[src/rtl/tcd_pkg.sv]
// shared types and constants for the two-choice dedup filter
// used by tcd_ctrl, tcd_dpath and two_choice_hash_dedup
`timescale 1ns / 1ps
`default_nettype none
package tcd_pkg;

	localparam int TBL_DEPTH = 4096;
	localparam int TBL_AW = $clog2(TBL_DEPTH);
	localparam int KEY_W = 64;
	localparam int CAP_W = 13;
	localparam int CNT_W = TBL_AW > 7 ? TBL_AW : 7;

	localparam logic [KEY_W-1:0] MIX_LO_K = 64'hff51afd7ed558ccd;
	localparam logic [KEY_W-1:0] MIX_HI_K = 64'hbf58476d1ce4e5b9;

	// multiply steps per item (three partial products per mix, two mixes)
	localparam int MUL_STEPS = 6;

	typedef enum logic [2:0] {
		ST_CLEAR,
		ST_IDLE,
		ST_MIX,
		ST_MOD,
		ST_RD1,
		ST_RD2,
		ST_CMP,
		ST_DONE
	} tcd_state_t;

	typedef struct packed {
		logic              load;
		logic              mix_en;
		logic [2:0]        step;
		logic              mod_load;
		logic              mod_step;
		logic              rd_en;
		logic              rd_sel;
		logic              cap1;
		logic              upd;
		logic              clr;
		logic [TBL_AW-1:0] clr_addr;
		logic              out_load;
	} tcd_cmd_t;

	typedef struct packed {
		logic last;
		logic out_free;
	} tcd_sts_t;

endpackage
`default_nettype wire

[src/rtl/tcd_ctrl.sv]
// controller state machine for the dedup filter
// sequences mix, modulo, table access and clearing; uses tcd_pkg
`timescale 1ns / 1ps
`default_nettype none
module tcd_ctrl (
	input  wire logic              clk,
	input  wire logic              arst_n,
	input  wire logic              in_valid,
	output logic                   in_stall,
	input  tcd_pkg::tcd_sts_t      sts,
	output tcd_pkg::tcd_cmd_t      cmd
);

	tcd_pkg::tcd_state_t state_q, state_d;
	logic [tcd_pkg::CNT_W-1:0] cnt_q, cnt_d;

	always_ff @(posedge clk or negedge arst_n) begin
		if (!arst_n) begin
			state_q <= tcd_pkg::ST_CLEAR;
			cnt_q   <= '0;
		end else begin
			state_q <= state_d;
			cnt_q   <= cnt_d;
		end
	end

	always_comb begin
		state_d = state_q;
		cnt_d   = cnt_q;
		case (state_q)
			tcd_pkg::ST_CLEAR: begin
				if (cnt_q[tcd_pkg::TBL_AW-1:0] == tcd_pkg::TBL_AW'(tcd_pkg::TBL_DEPTH - 1)) begin
					state_d = tcd_pkg::ST_IDLE;
					cnt_d   = '0;
				end else begin
					cnt_d = cnt_q + 1'b1;
				end
			end
			tcd_pkg::ST_IDLE: begin
				if (in_valid) begin
					state_d = tcd_pkg::ST_MIX;
					cnt_d   = '0;
				end
			end
			tcd_pkg::ST_MIX: begin
				if (cnt_q == tcd_pkg::CNT_W'(tcd_pkg::MUL_STEPS)) begin
					state_d = tcd_pkg::ST_MOD;
					cnt_d   = '0;
				end else begin
					cnt_d = cnt_q + 1'b1;
				end
			end
			tcd_pkg::ST_MOD: begin
				// count zero loads, then one remainder bit per cycle
				if (cnt_q == tcd_pkg::CNT_W'(tcd_pkg::KEY_W)) begin
					state_d = tcd_pkg::ST_RD1;
					cnt_d   = '0;
				end else begin
					cnt_d = cnt_q + 1'b1;
				end
			end
			tcd_pkg::ST_RD1: state_d = tcd_pkg::ST_RD2;
			tcd_pkg::ST_RD2: state_d = tcd_pkg::ST_CMP;
			tcd_pkg::ST_CMP: state_d = tcd_pkg::ST_DONE;
			tcd_pkg::ST_DONE: begin
				if (sts.out_free) begin
					state_d = sts.last ? tcd_pkg::ST_CLEAR : tcd_pkg::ST_IDLE;
					cnt_d   = '0;
				end
			end
			default: begin
				state_d = tcd_pkg::ST_CLEAR;
				cnt_d   = '0;
			end
		endcase
	end

	always_comb begin
		in_stall     = (state_q != tcd_pkg::ST_IDLE);
		cmd          = '0;
		cmd.step     = cnt_q[2:0];
		cmd.clr_addr = cnt_q[tcd_pkg::TBL_AW-1:0];
		case (state_q)
			tcd_pkg::ST_CLEAR: cmd.clr    = 1'b1;
			tcd_pkg::ST_IDLE:  cmd.load   = in_valid;
			tcd_pkg::ST_MIX:   cmd.mix_en = 1'b1;
			tcd_pkg::ST_MOD: begin
				cmd.mod_load = (cnt_q == '0);
				cmd.mod_step = (cnt_q != '0);
			end
			tcd_pkg::ST_RD1: begin
				cmd.rd_en  = 1'b1;
				cmd.rd_sel = 1'b0;
			end
			tcd_pkg::ST_RD2: begin
				cmd.rd_en  = 1'b1;
				cmd.rd_sel = 1'b1;
				cmd.cap1   = 1'b1;
			end
			tcd_pkg::ST_CMP:  cmd.upd      = 1'b1;
			tcd_pkg::ST_DONE: cmd.out_load = sts.out_free;
			default: cmd = '0;
		endcase
	end

endmodule
`default_nettype wire

[config.mk]
export PLATFORM = sky130hd
export DESIGN_NAME = tcd_ctrl
export DESIGN_NICKNAME = d
export VERILOG_FILES = /design/src/rtl/tcd_pkg.sv /design/src/rtl/tcd_ctrl.sv
export SDC_FILE = /design/constraint.sdc
export NUM_CORES = 1
export LEC_CHECK = 0
export BUFFER_PORTS_ARGS = -buffer_cell sky130_fd_sc_hd__buf_2
export CAP_MARGIN = 20
export CELL_PAD_IN_SITES_DETAIL_PLACEMENT = 2
export CELL_PAD_IN_SITES_GLOBAL_PLACEMENT = 2
export CORE_MARGIN = 5
export CORE_UTILIZATION = 32
export CTS_CLUSTER_SIZE = 16
export DETAILED_ROUTE_END_ITERATION = 6
export PLACE_DENSITY = 0.8
export SYNTH_ARGS = -nofsm -noshare
export SYNTH_HDL_FRONTEND = slang
export SYNTH_SLANG_ARGS = --single-unit
[constraint.sdc]
create_clock -name clk -period 3.7 [get_ports clk]
set_input_delay 0.74 -clock clk [delete_from_list [all_inputs] [get_ports clk]]
set_output_delay 0.74 -clock clk [all_outputs]
set_load 0.01 [all_outputs]
[After elaboration in Yosys (flattened, before gate mapping)]
Index checks and enable logic that the tools add are counted.
Word-level totals
  bits in registers: 15
  logic and storage cells: 46
Operators by class
  $add $sub $neg: 1
  eq/ne operators: 16
  mux-type cells: 21
  reduce and logical (&&, ||, !) cells: 6
Operators by type and width (count)
  12-bit two-way mux: 5
  12-bit one-hot mux with 5 select lines: 1
  3-bit one-hot mux with 8 select lines: 1
  3-bit two-way mux: 5
  12-bit by 1-bit adder with 12-bit output (second input constant): 1
  12-bit == test (second input constant): 1
  12-bit by 3-bit == test with 1-bit output (second input constant): 1
  12-bit by 7-bit == test with 1-bit output (second input constant): 1
  3-bit == test (second input constant): 4
  12-bit zero test: 1
  12-bit nonzero test: 1
  2-bit inequality test (second input constant): 5
  1-bit two-way mux: 7
  3-bit by 2-bit == test with 1-bit output (second input constant): 2
  5-bit AND reduction: 1
  5-bit nonzero test: 1
  2-bit one-hot mux with 2 select lines: 1
  3-bit by 1-bit == test with 1-bit output (second input constant): 1
  3-bit zero test: 1
  3-bit by 1-bit inequality test with 1-bit output (second input constant): 1
  3-bit AND reduction: 1
  2-bit two-way mux: 1

[Longest topological paths before layout]
Gate-level depths: netlist of the first run.
  word-level depth: 3
  depth in mapped cells: 7
  depth with buffers taken out: 7

[Least setup slack after synthesis of the first run]
Ideal clock, no wire load.
  kind: reg2out
  from: reg cnt_q[4] (netlist name)
  to: out cmd[19] (netlist name)
  arrival: 1.381 ns
  data required time: 2.960 ns
  setup slack: 1.579 ns
  cell stages (with the launch flop): 5
  path buffers: 1
  path through: dfrtp_1 > buf_6 > nor4_4 > nand2_1 > nor4b_1
RTL lines
  start: declaration: RTL line tcd_ctrl.sv:15  | logic [tcd_pkg::CNT_W-1:0] cnt_q, cnt_d;
  start signal: assignment: RTL line tcd_ctrl.sv:23  | cnt_q <= cnt_d;
  end: declaration: RTL line tcd_ctrl.sv:11  | output tcd_pkg::tcd_cmd_t cmd

==> metrics, run 1 <==
Initial Util 33.9%; largest fanout on the critical path 6; fill cell count 418; Core ar. 0.00342 mm2; Cell variety after synth 41; port bufs 30; Routability Congestion 0.826; Lkg Pwr 0.000591 uW; syn_area_per_cell 8.64 um2; postcts setup bufs 0; final setup vio count 0; pre-CTS setup slack 1.49 ns; Mapped Area 0.00116 mm2; iteration count of the initial detailed-routing pass 4; largest family of logic cells by synthesized area simple AND/OR/NAND/NOR gates; final core occ 38.3%; cell chosen for the clock root clkbuf_4; CTS tree built; Final Skew 0.00136 ns; setup_tns 0 ns; share of the synthesized area in the top cell type 32.4%; cells taking the most area after synthesis dfrtp_1, xnor2_1, nand2_1; outcome completed; DIE AREA 0.00492 mm2; fin cells 203; sequential group share of total power 33.5%; mux cell area share after synthesis 0.865%; max_cap viols 0; ANT cells 0; post-synthesis sequential area ratio 32.4%; top post-synthesis cells by count dfrtp_1, nand2_1, nor2_1, inv_1, xnor2_1; post-route minimum period 2.53 ns; clock tree buffer depth 2; CTS buffer count 3; P&R area growth vs syn 13.1%; Cell Pwr Density 688 mW/mm2; predominant post-synthesis flop cell dfrtp_1; Nets 166; Synth Area in Adders 4.11%; 1st-iter DRT viols 28; # DRC 0; RSZ-0062 raised after global routing false; wire length per cell 16.8 um; final worst setup slack 1.17 ns; hold_buf cts 0; worst vdd ir 0.271 mV; TritonCTS Sinks 15; die width 70.1 um; CP required 2.96 ns; Sw Pwr 461 uW; Cells after Synth 134; Sw Ratio 51.3%; Detail Placement HPWL 2630 um; first-pass GRT wire length 5850 um; largest net degree at the start of global routing 17; relative slew slack 69.1%; vias per cell 5.26; Pint 438 uW; initial antenna violation count 0; Syn Nets 142; # rows 21; Post-Place Cells 199; endpoints failing hold 0; drt total wl 3420 um; share of cells above drive strength 1 26.8%; vias 1067; Clock power frac 11.4%; Overall Global Routing Usage 14.6%; Post-CTS Resized 0; max-slew violations 0; Logic pwr share 55.1%; I/O pin count 31; Worst Path Arrival 1.79 ns; CP endpoint kind primary output; H-tree depth 1; synthesis-stage register bit count 15; kind of critical path flop to primary output; Critical Path Source Type flop; Post-synth EDFFs 0; final worst-path cycle share 68.4%; number of global-route vias before repair 1139; Antenna Violating Nets Remaining 0; Compound-Gate Fraction of Synth Area 18.7%; yosys warns 0; Post-Synth Simple-Gate Area 28.1%; clock transition at the registers of the reported paths 0.10 ns; reg-to-reg setup timing slack 1.75 ns; Hold Crit Class primary input to async pin; fmax 395 MHz; hold slack final 0.344 ns; count leader, synth dfrtp_1; grt ovf 0; DIE HEIGHT 70.1 um; Worst-Margin Slew 0.460 ns; Worst-Skew Late Latency 0.29 ns; Synth area leader dfrtp_1; Post-Synth XOR/XNOR Area 6.05%; ys async rst share 100%; worst reg2reg path depth 5
## kinds of logic (layout without fill, tap and decap cells)
kind of cell             Yosys count  after routing
adder cells (fa/ha/maj)            4              4
flip-flops                        15             15
multiplexers                       1              1
AND/OR/NAND/NOR                   59             59
XOR/XNOR                           8              8
AO/OA/AOI/OAI                     28             28
buffers and inverters             19             42
## state kept, by name, summed over array words and instances, names as in the netlist
name,count
cnt_q,12
state_q,3
## metal layers
layer / GRT usage [%] / routed length (um) / vias up
met3: 2.01 / 64 / 5
met2: 24.9 / 1710 / 16
li1: - / - / 508
met5: 0 / 0 / -
met1: 19.1 / 1600 / 538
met4: 4.47 / 44 / 0
## stage by stage
step,power [uW],instance area [um2]
6_report,900,1310
5_1_grt,986,1310
4_1_cts,914,1310
3_5_place_dp,808,1280
3_3_place_gp,786,1280
2_1_floorplan,681,1160
## path summary, 6_finish.rpt
path                           from    endpoint
min in group clk           cnt_q[0]    cnt_q[0]
max in group asynchronous    arst_n  state_q[2]
min reg2reg                cnt_q[0]    cnt_q[0]
max                        cnt_q[8]     cmd[19]
min                          arst_n    cnt_q[6]
max reg2reg                cnt_q[8]    cnt_q[5]
## power by group through the flow
stage                     logic [uW]  registers (uW)  clock network, uW
after floorplan                  418             263                  0
after global placement           488             298                  0
after detailed placement         503             304                  0
after CTS                        507             301                106
after global routing             554             315                117
final                            495             301                103
## worst max-delay path, cell delays in order (launching register included)
cell and delay, ns:
dfrtp_1 0.47, nor4_2 0.48, nand2_1 0.13, nor4b_1 0.24, buf_2 0.18
## cell type report
class | instances | area [um2] | area share, %
multi-input cells | 100 | 669 | 51.1
flip-flops and latches | 15 | 375 | 28.7
repair buffers | 30 | 150 | 11.5
well taps | 46 | 57.6 | 4.40
inverters | 8 | 30.0 | 2.29
clock buffers | 4 | 26.3 | 2.01
## layout by cell type (no fill, tap or decap), types with 2 or more instances in the layout
cell       n
buf_2     30
dfrtp_1   15
nand2_1   14
nor2_1    14
inv_1      8
xnor2_1    8
nor3_1     6
a211oi_1   6
a21oi_1    4
o21ai_0    4
nand3_1    4
nor2b_1    3
and2_1     3
nand4_1    3
nand2b_1   3
ha_1       3
clkbuf_4   3
nor4_2     2
a21o_1     2
o31ai_1    2
Note: power is estimated with default switching activity, not from simulation.
==> run 2, diff against run 1 <==
- CORE_UTILIZATION: 32 -> 27
- PLACE_DENSITY: 0.8 -> 0.71
- clock period: 3.7 -> 2 ns (I/O delays scaled with it)
==> metrics, run 2 (synthesized netlist as in run 1, its figures left out) <==
worst vdd ir 0.415 mV (+53%); Overall Global Routing Usage 14.3% (-0.33 points); drt total wl 3730 um (+9.2%); final setup vio count 0 (unchanged); Nets 179 (+7.8%); reg-to-reg setup timing slack 0.16 ns (-1.59 ns); kind of critical path flop to primary output; Worst R2R End cnt_q[9]; 1st-iter DRT viols 36 (+29%); CTS buffer count 3 (unchanged); largest fanout on the critical path 3 (-3); Worst Path Arrival 1.53 ns (-0.26 ns); die width 75.5 um (+7.6%); max-slew violations 0 (unchanged); crit path launch cnt_q[11]; I/O pin count 31 (unchanged); Lkg Pwr 0.000668 uW (+13%); Reg-to-Reg Start cnt_q[11]; worst reg2reg path depth 6 (+1); DIE HEIGHT 75.5 um (+7.6%); fin cells 220 (+8.4%); vias 1110 (+4.0%); RSZ-0062 raised after global routing true; most common cell after layout, fill and taps aside buf_2; Largest Register cnt_q; Reg area 379 um2 (+1.0%); first-pass GRT wire length 6180 um (+5.5%); Antenna Violating Nets Remaining 0 (unchanged); P&R area growth vs syn 25.4%; TritonCTS Sinks 15 (unchanged); hold_buf cts 0 (unchanged); fill cell count 503 (+20%); CP endpoint kind primary output; relative slew slack 72.0% (+2.9 points); final core occ 35.5% (-2.8 points); final worst-path cycle share 96.4%; port bufs 30 (unchanged); vias per cell 5.05 (-4.0%); ANT cells 0 (unchanged); max_cap viols 0 (unchanged); Worst-Skew Late Latency 0.25 ns (-0.04 ns); clock tree buffer depth 2 (unchanged); Initial Util 28.3% (-5.6 points); setup_tns 0 ns (unchanged); CP required 1.60 ns (-1.36 ns); number of flip-flops in the largest register 12 (unchanged); # DRC 0 (unchanged); Hold Crit Class primary input to async pin; largest net degree at the start of global routing 16 (-1); Critical Path Source Type flop; grt ovf 0 (unchanged); outcome completed; Post-Place Cells 215 (+8.0%); wire length per cell 17.0 um (+0.81%); DIE AREA 0.00570 mm2 (+16%); area of the multi-input gates 687 um2 (+2.6%); Worst-Margin Slew 0.419 ns (-0.0403 ns); endpoints failing hold 0 (unchanged); iteration count of the initial detailed-routing pass 4 (unchanged); share of cells above drive strength 1 35.3% (+8.5 points); H-tree depth 1 (unchanged); Final Skew 0.00308 ns (+0.00172 ns); top flop regs cnt_q: 12 flops, state_q: 3 flops; cell chosen for the clock root clkbuf_8; Routability Congestion 0.791 (-4.2%); initial antenna violation count 0 (unchanged); Cell Pwr Density 1280 mW/mm2 (+86%); fmax 519 MHz; most frequent cells in the layout buf_2, nand2_1, nor2_1, buf_4, dfrtp_1; # rows 23 (+9.5%); clock transition at the registers of the reported paths 0.06 ns (-0.04 ns); hold slack final 0.0571 ns (-0.287 ns); number of global-route vias before repair 1216 (+6.8%); post-route minimum period 1.93 ns; CTS tree built; CP endpoint cmd[19]; Core ar. 0.00409 mm2 (+20%); Detail Placement HPWL 2910 um (+10%)
==> run 2: cell types whose count changed in the layout (fill, tap and decap cells not counted), moves of 3 or more <==
| cell | previous run | this run |
|---|---|---|
| clkbuf_4 | 3 | 0 |
| dfrtp_1 | 15 | 12 |
| clkbuf_8 | 0 | 3 |
| buf_4 | 0 | 13 |
| dfrtp_2 | 0 | 3 |
==> run 2: how the worst min path moves through the flow <==
stage | startpoint | end | slack [ns] | cells past startpoint
floorplan | arst_n | cnt_q[0] | 0.10 | 0
global placement | arst_n | state_q[1] | 0.33 | 1
detailed placement | arst_n | state_q[2] | 0.34 | 1
CTS | arst_n | cnt_q[2] | 0.07 | 1
global route | arst_n | cnt_q[2] | 0.08 | 1
finish | arst_n | state_q[2] | 0.06 | 1
==> run 2: area by class of cell <==
type / instances / area share (%)
clock buffer: 4 / 3.10
inverter: 8 / 2.07
multi-input combinational: 100 / 47.3
sequential: 15 / 26.1
tap: 50 / 4.31
timing repair buffer: 43 / 17.1
==> run 2: metrics by stage <==
stage | instance area [um2] | setup WS (ns) | total power, uW
after global routing | 1450 | -0.0438 | 2020
after detailed placement | 1380 | 0.130 | 1590
final | 1450 | 0.0717 | 1860
after CTS | 1440 | 0.00483 | 1870
after floorplan | 1160 | 0.219 | 1260
after global placement | 1380 | 0.160 | 1550
==> run 2: worst max-delay path, stage by stage, from the launching register on <==
cell and delay [ns]:
dfrtp_1 0.41, nor4_4 0.35, nand2_1 0.13, nor4b_2 0.22
buf_2 0.17
==> run 2: report_power, final <==
group / switching [uW] / internal, uW / leakage (uW)
Combinational: 647 / 449 / 0.000453
Sequential: 129 / 377 / 0.000192
Clock: 112 / 141 / 0.0000228
Total: 888 / 967 / 0.000668
==> run 2: what timing repair did <==
action                                  CTS  global route
pin swaps                                 1             3
setup buffers                             0             1
endpoints found under the setup margin    1             2
resized for setup                         3             3
==> run 2: metal layers <==
metal,wire [um],track usage [%],vias up
met5,0,0,-
met3,112,3.30,4
met1,1740,17.9,551
met4,34,2.33,0
li1,-,-,535
met2,1850,25.4,20
==> run 3, diff against run 2 <==
- ABC_AREA: unset -> 1
- CORE_UTILIZATION: 27 -> 25
- PLACE_DENSITY: 0.71 -> 0.72
==> metrics, run 3 <==
outcome completed; total power 1680 uW (-9.3%); clock tree buffer depth 2 (unchanged); pre-CTS setup slack 0.231 ns (+0.102 ns); DIE AREA 0.00626 mm2 (+9.9%); relative slew slack 74.6% (+2.5 points); DIE HEIGHT 79.1 um (+4.9%); CP endpoint kind primary output; first-pass GRT wire length 6600 um (+6.8%); Syn Nets 187 (+32%); vias per cell 4.66 (-7.6%); most common cell after layout, fill and taps aside nand2_1; CP required 1.60 ns (about the same); Routability Congestion 0.719 (-9.1%); Synth area leader dfrtp_1; Post-Place Cells 260 (+21%); worst vdd ir 0.443 mV (+6.7%); P&R area growth vs syn 21.8%; CTS tree built; top post-synthesis cells by count nand2_1, nor2_1, inv_1, dfrtp_1, nand3_1; Mapped Area 0.00119 mm2 (+3.2%); share of cells above drive strength 1 31.4% (-3.9 points); Overall Global Routing Usage 13.8% (-0.53 points); iteration count of the initial detailed-routing pass 2 (-2); fill cell count 592 (+18%); Top delay family on crit path flip-flops; post-route minimum period 1.87 ns (-0.0577 ns); Critical Path Source Type flop; H-tree depth 1 (unchanged); area of the multi-input gates 688 um2 (+0.18%); count leader, synth nand2_1; max_cap viols 0 (unchanged); port bufs 30 (unchanged); Hold Crit Class primary input to async pin; fin cells 264 (+20%); TritonCTS Sinks 15 (unchanged); max incr delay on CP 0.48 ns (+0.07 ns); die width 79.1 um (+4.9%); final setup vio count 0 (unchanged); predominant post-synthesis flop cell dfrtp_1; Nets 219 (+22%); endpoints failing hold 0 (unchanged); Largest Register cnt_q; I/O pin count 31 (unchanged); post-synthesis sequential area ratio 31.4% (-1.0 points); top flop regs cnt_q: 12 flops, state_q: 3 flops; drt total wl 3970 um (+6.2%); largest net degree at the start of global routing 16 (unchanged); Cells after Synth 179 (+34%); vias 1231 (+11%); Cell Pwr Density 1160 mW/mm2 (-9.6%); postcts setup bufs 0 (unchanged); Post-synth EDFFs 0 (unchanged); fmax 535 MHz (+3.1%); final worst-path cycle share 93.5% (-2.9 points); grt ovf 0 (unchanged); setup_tns 0 ns (unchanged); Worst-Margin Slew 0.381 ns (-0.0382 ns); Cell variety after synth 28 (-32%); yosys warns 0 (unchanged); initial antenna violation count 0 (unchanged); wire length per cell 15.0 um (-11%); Final Skew 0.00509 ns (+0.00201 ns); Antenna Violating Nets Remaining 0 (unchanged); hold_buf cts 0 (unchanged); clock transition at the registers of the reported paths 0.07 ns (about the same); Core ar. 0.00469 mm2 (+15%); Reg area 379 um2 (unchanged); syn_area_per_cell 6.68 um2 (-23%); # rows 25 (+8.7%); Worst Path Arrival 1.47 ns (-0.06 ns); 1st-iter DRT viols 43 (+19%); share of the synthesized area in the top cell type 31.4% (-1.0 points); worst path bufs/invs 2 (+1); RSZ-0062 raised after global routing false; most frequent cells in the layout nand2_1, nor2_1, buf_2, inv_1, nand3_1; CTS buffer count 3 (unchanged); synthesis-stage register bit count 15 (unchanged); CP Cell Sequence nor2_1 > inv_1 > a31oi_1 > buf_2; ANT cells 0 (unchanged); largest fanout on the critical path 8 (+5); max-slew violations 0 (unchanged); cells taking the most area after synthesis dfrtp_1, nand2_1, nor2_1; Detail Placement HPWL 3200 um (+9.9%); number of global-route vias before repair 1335 (+9.8%); CP max stage cell dfrtp_1; number of flip-flops in the largest register 12 (unchanged); cell chosen for the clock root clkbuf_8; Lkg Pwr 0.000758 uW (+13%); final worst setup slack 0.129 ns (+0.0577 ns); kind of critical path flop to primary output; Initial Util 25.5% (-2.9 points); # DRC 0 (unchanged); Worst-Skew Late Latency 0.25 ns (about the same); ys async rst share 100% (unchanged)
## run 3: changes by cell type after synthesis, sizes merged, moves of 5 or more
| cell | previous run | this run |
|---|---|---|
| a211oi | 6 | 0 |
| inv | 8 | 21 |
| nand2 | 14 | 53 |
| nand3 | 4 | 16 |
| nor2 | 14 | 40 |
| nor3 | 6 | 1 |
| xnor2 | 8 | 3 |
## run 3: metrics by stage
stage / utilization, % / hold WS, ns / instance area [um2]
after floorplan: - / 0.104 / 1190
after global placement: 29.8 / 0.339 / 1400
after detailed placement: 29.8 / 0.349 / 1400
after CTS: 30.9 / 0.0622 / 1450
after global routing: 31.0 / 0.0880 / 1460
final: 31.0 / 0.0548 / 1460
## run 3: repair_timing
action                     CTS  global route
cloned                       0             0
setup endpoints to repair    1             2
gates resized for setup      2             4
## run 3: where the power goes
part	switching [uW]	leakage, uW	total [uW]	internal [uW]
sequential	93.4	0.000198	464	371
clock	120	0.0000255	258	138
combinational	637	0.000534	959	323
## run 3: metal layers
metal	up-vias	global-route usage (%)	part of all wire [%]
met5	-	0	0
met4	0	5.15	1.4
met3	4	1.47	1.9
met2	20	24.2	50
met1	588	17.2	47
li1	619	-	-
## run 3: cell families after synthesis
kind of cell | share of synthesized area, %
AND/OR/NAND/NOR | 44.5
buffers and inverters | 11.7
flip-flops | 31.4
AO/OA/AOI/OAI | 5.55
XOR/XNOR | 3.67
adder cells (fa/ha/maj) | 3.14
## run 3: final cells by class
cell class,instances,area share (%)
Multi-Input combinational cell,134,47.3
Inverter,21,5.42
Clock inverter,1,0.344
Clock buffer,3,2.84
Tap cell,54,4.64
Sequential cell,15,26.1
Timing Repair Buffer,36,13.4
## run 3: path summary, 6_finish.rpt
kind                            startpoint         end  slack [ns]  cells after the start
max in group asynchronous           arst_n  state_q[1]        1.64                      1
worst max register to register    cnt_q[0]    cnt_q[5]        0.30                      9
worst max-delay path            state_q[2]     cmd[18]        0.13                      4
worst min-delay path                arst_n    cnt_q[5]        0.05                      1
min in group clk                    sts[0]  state_q[2]        0.41                      4
worst min register to register  state_q[1]  state_q[1]        0.59                      2
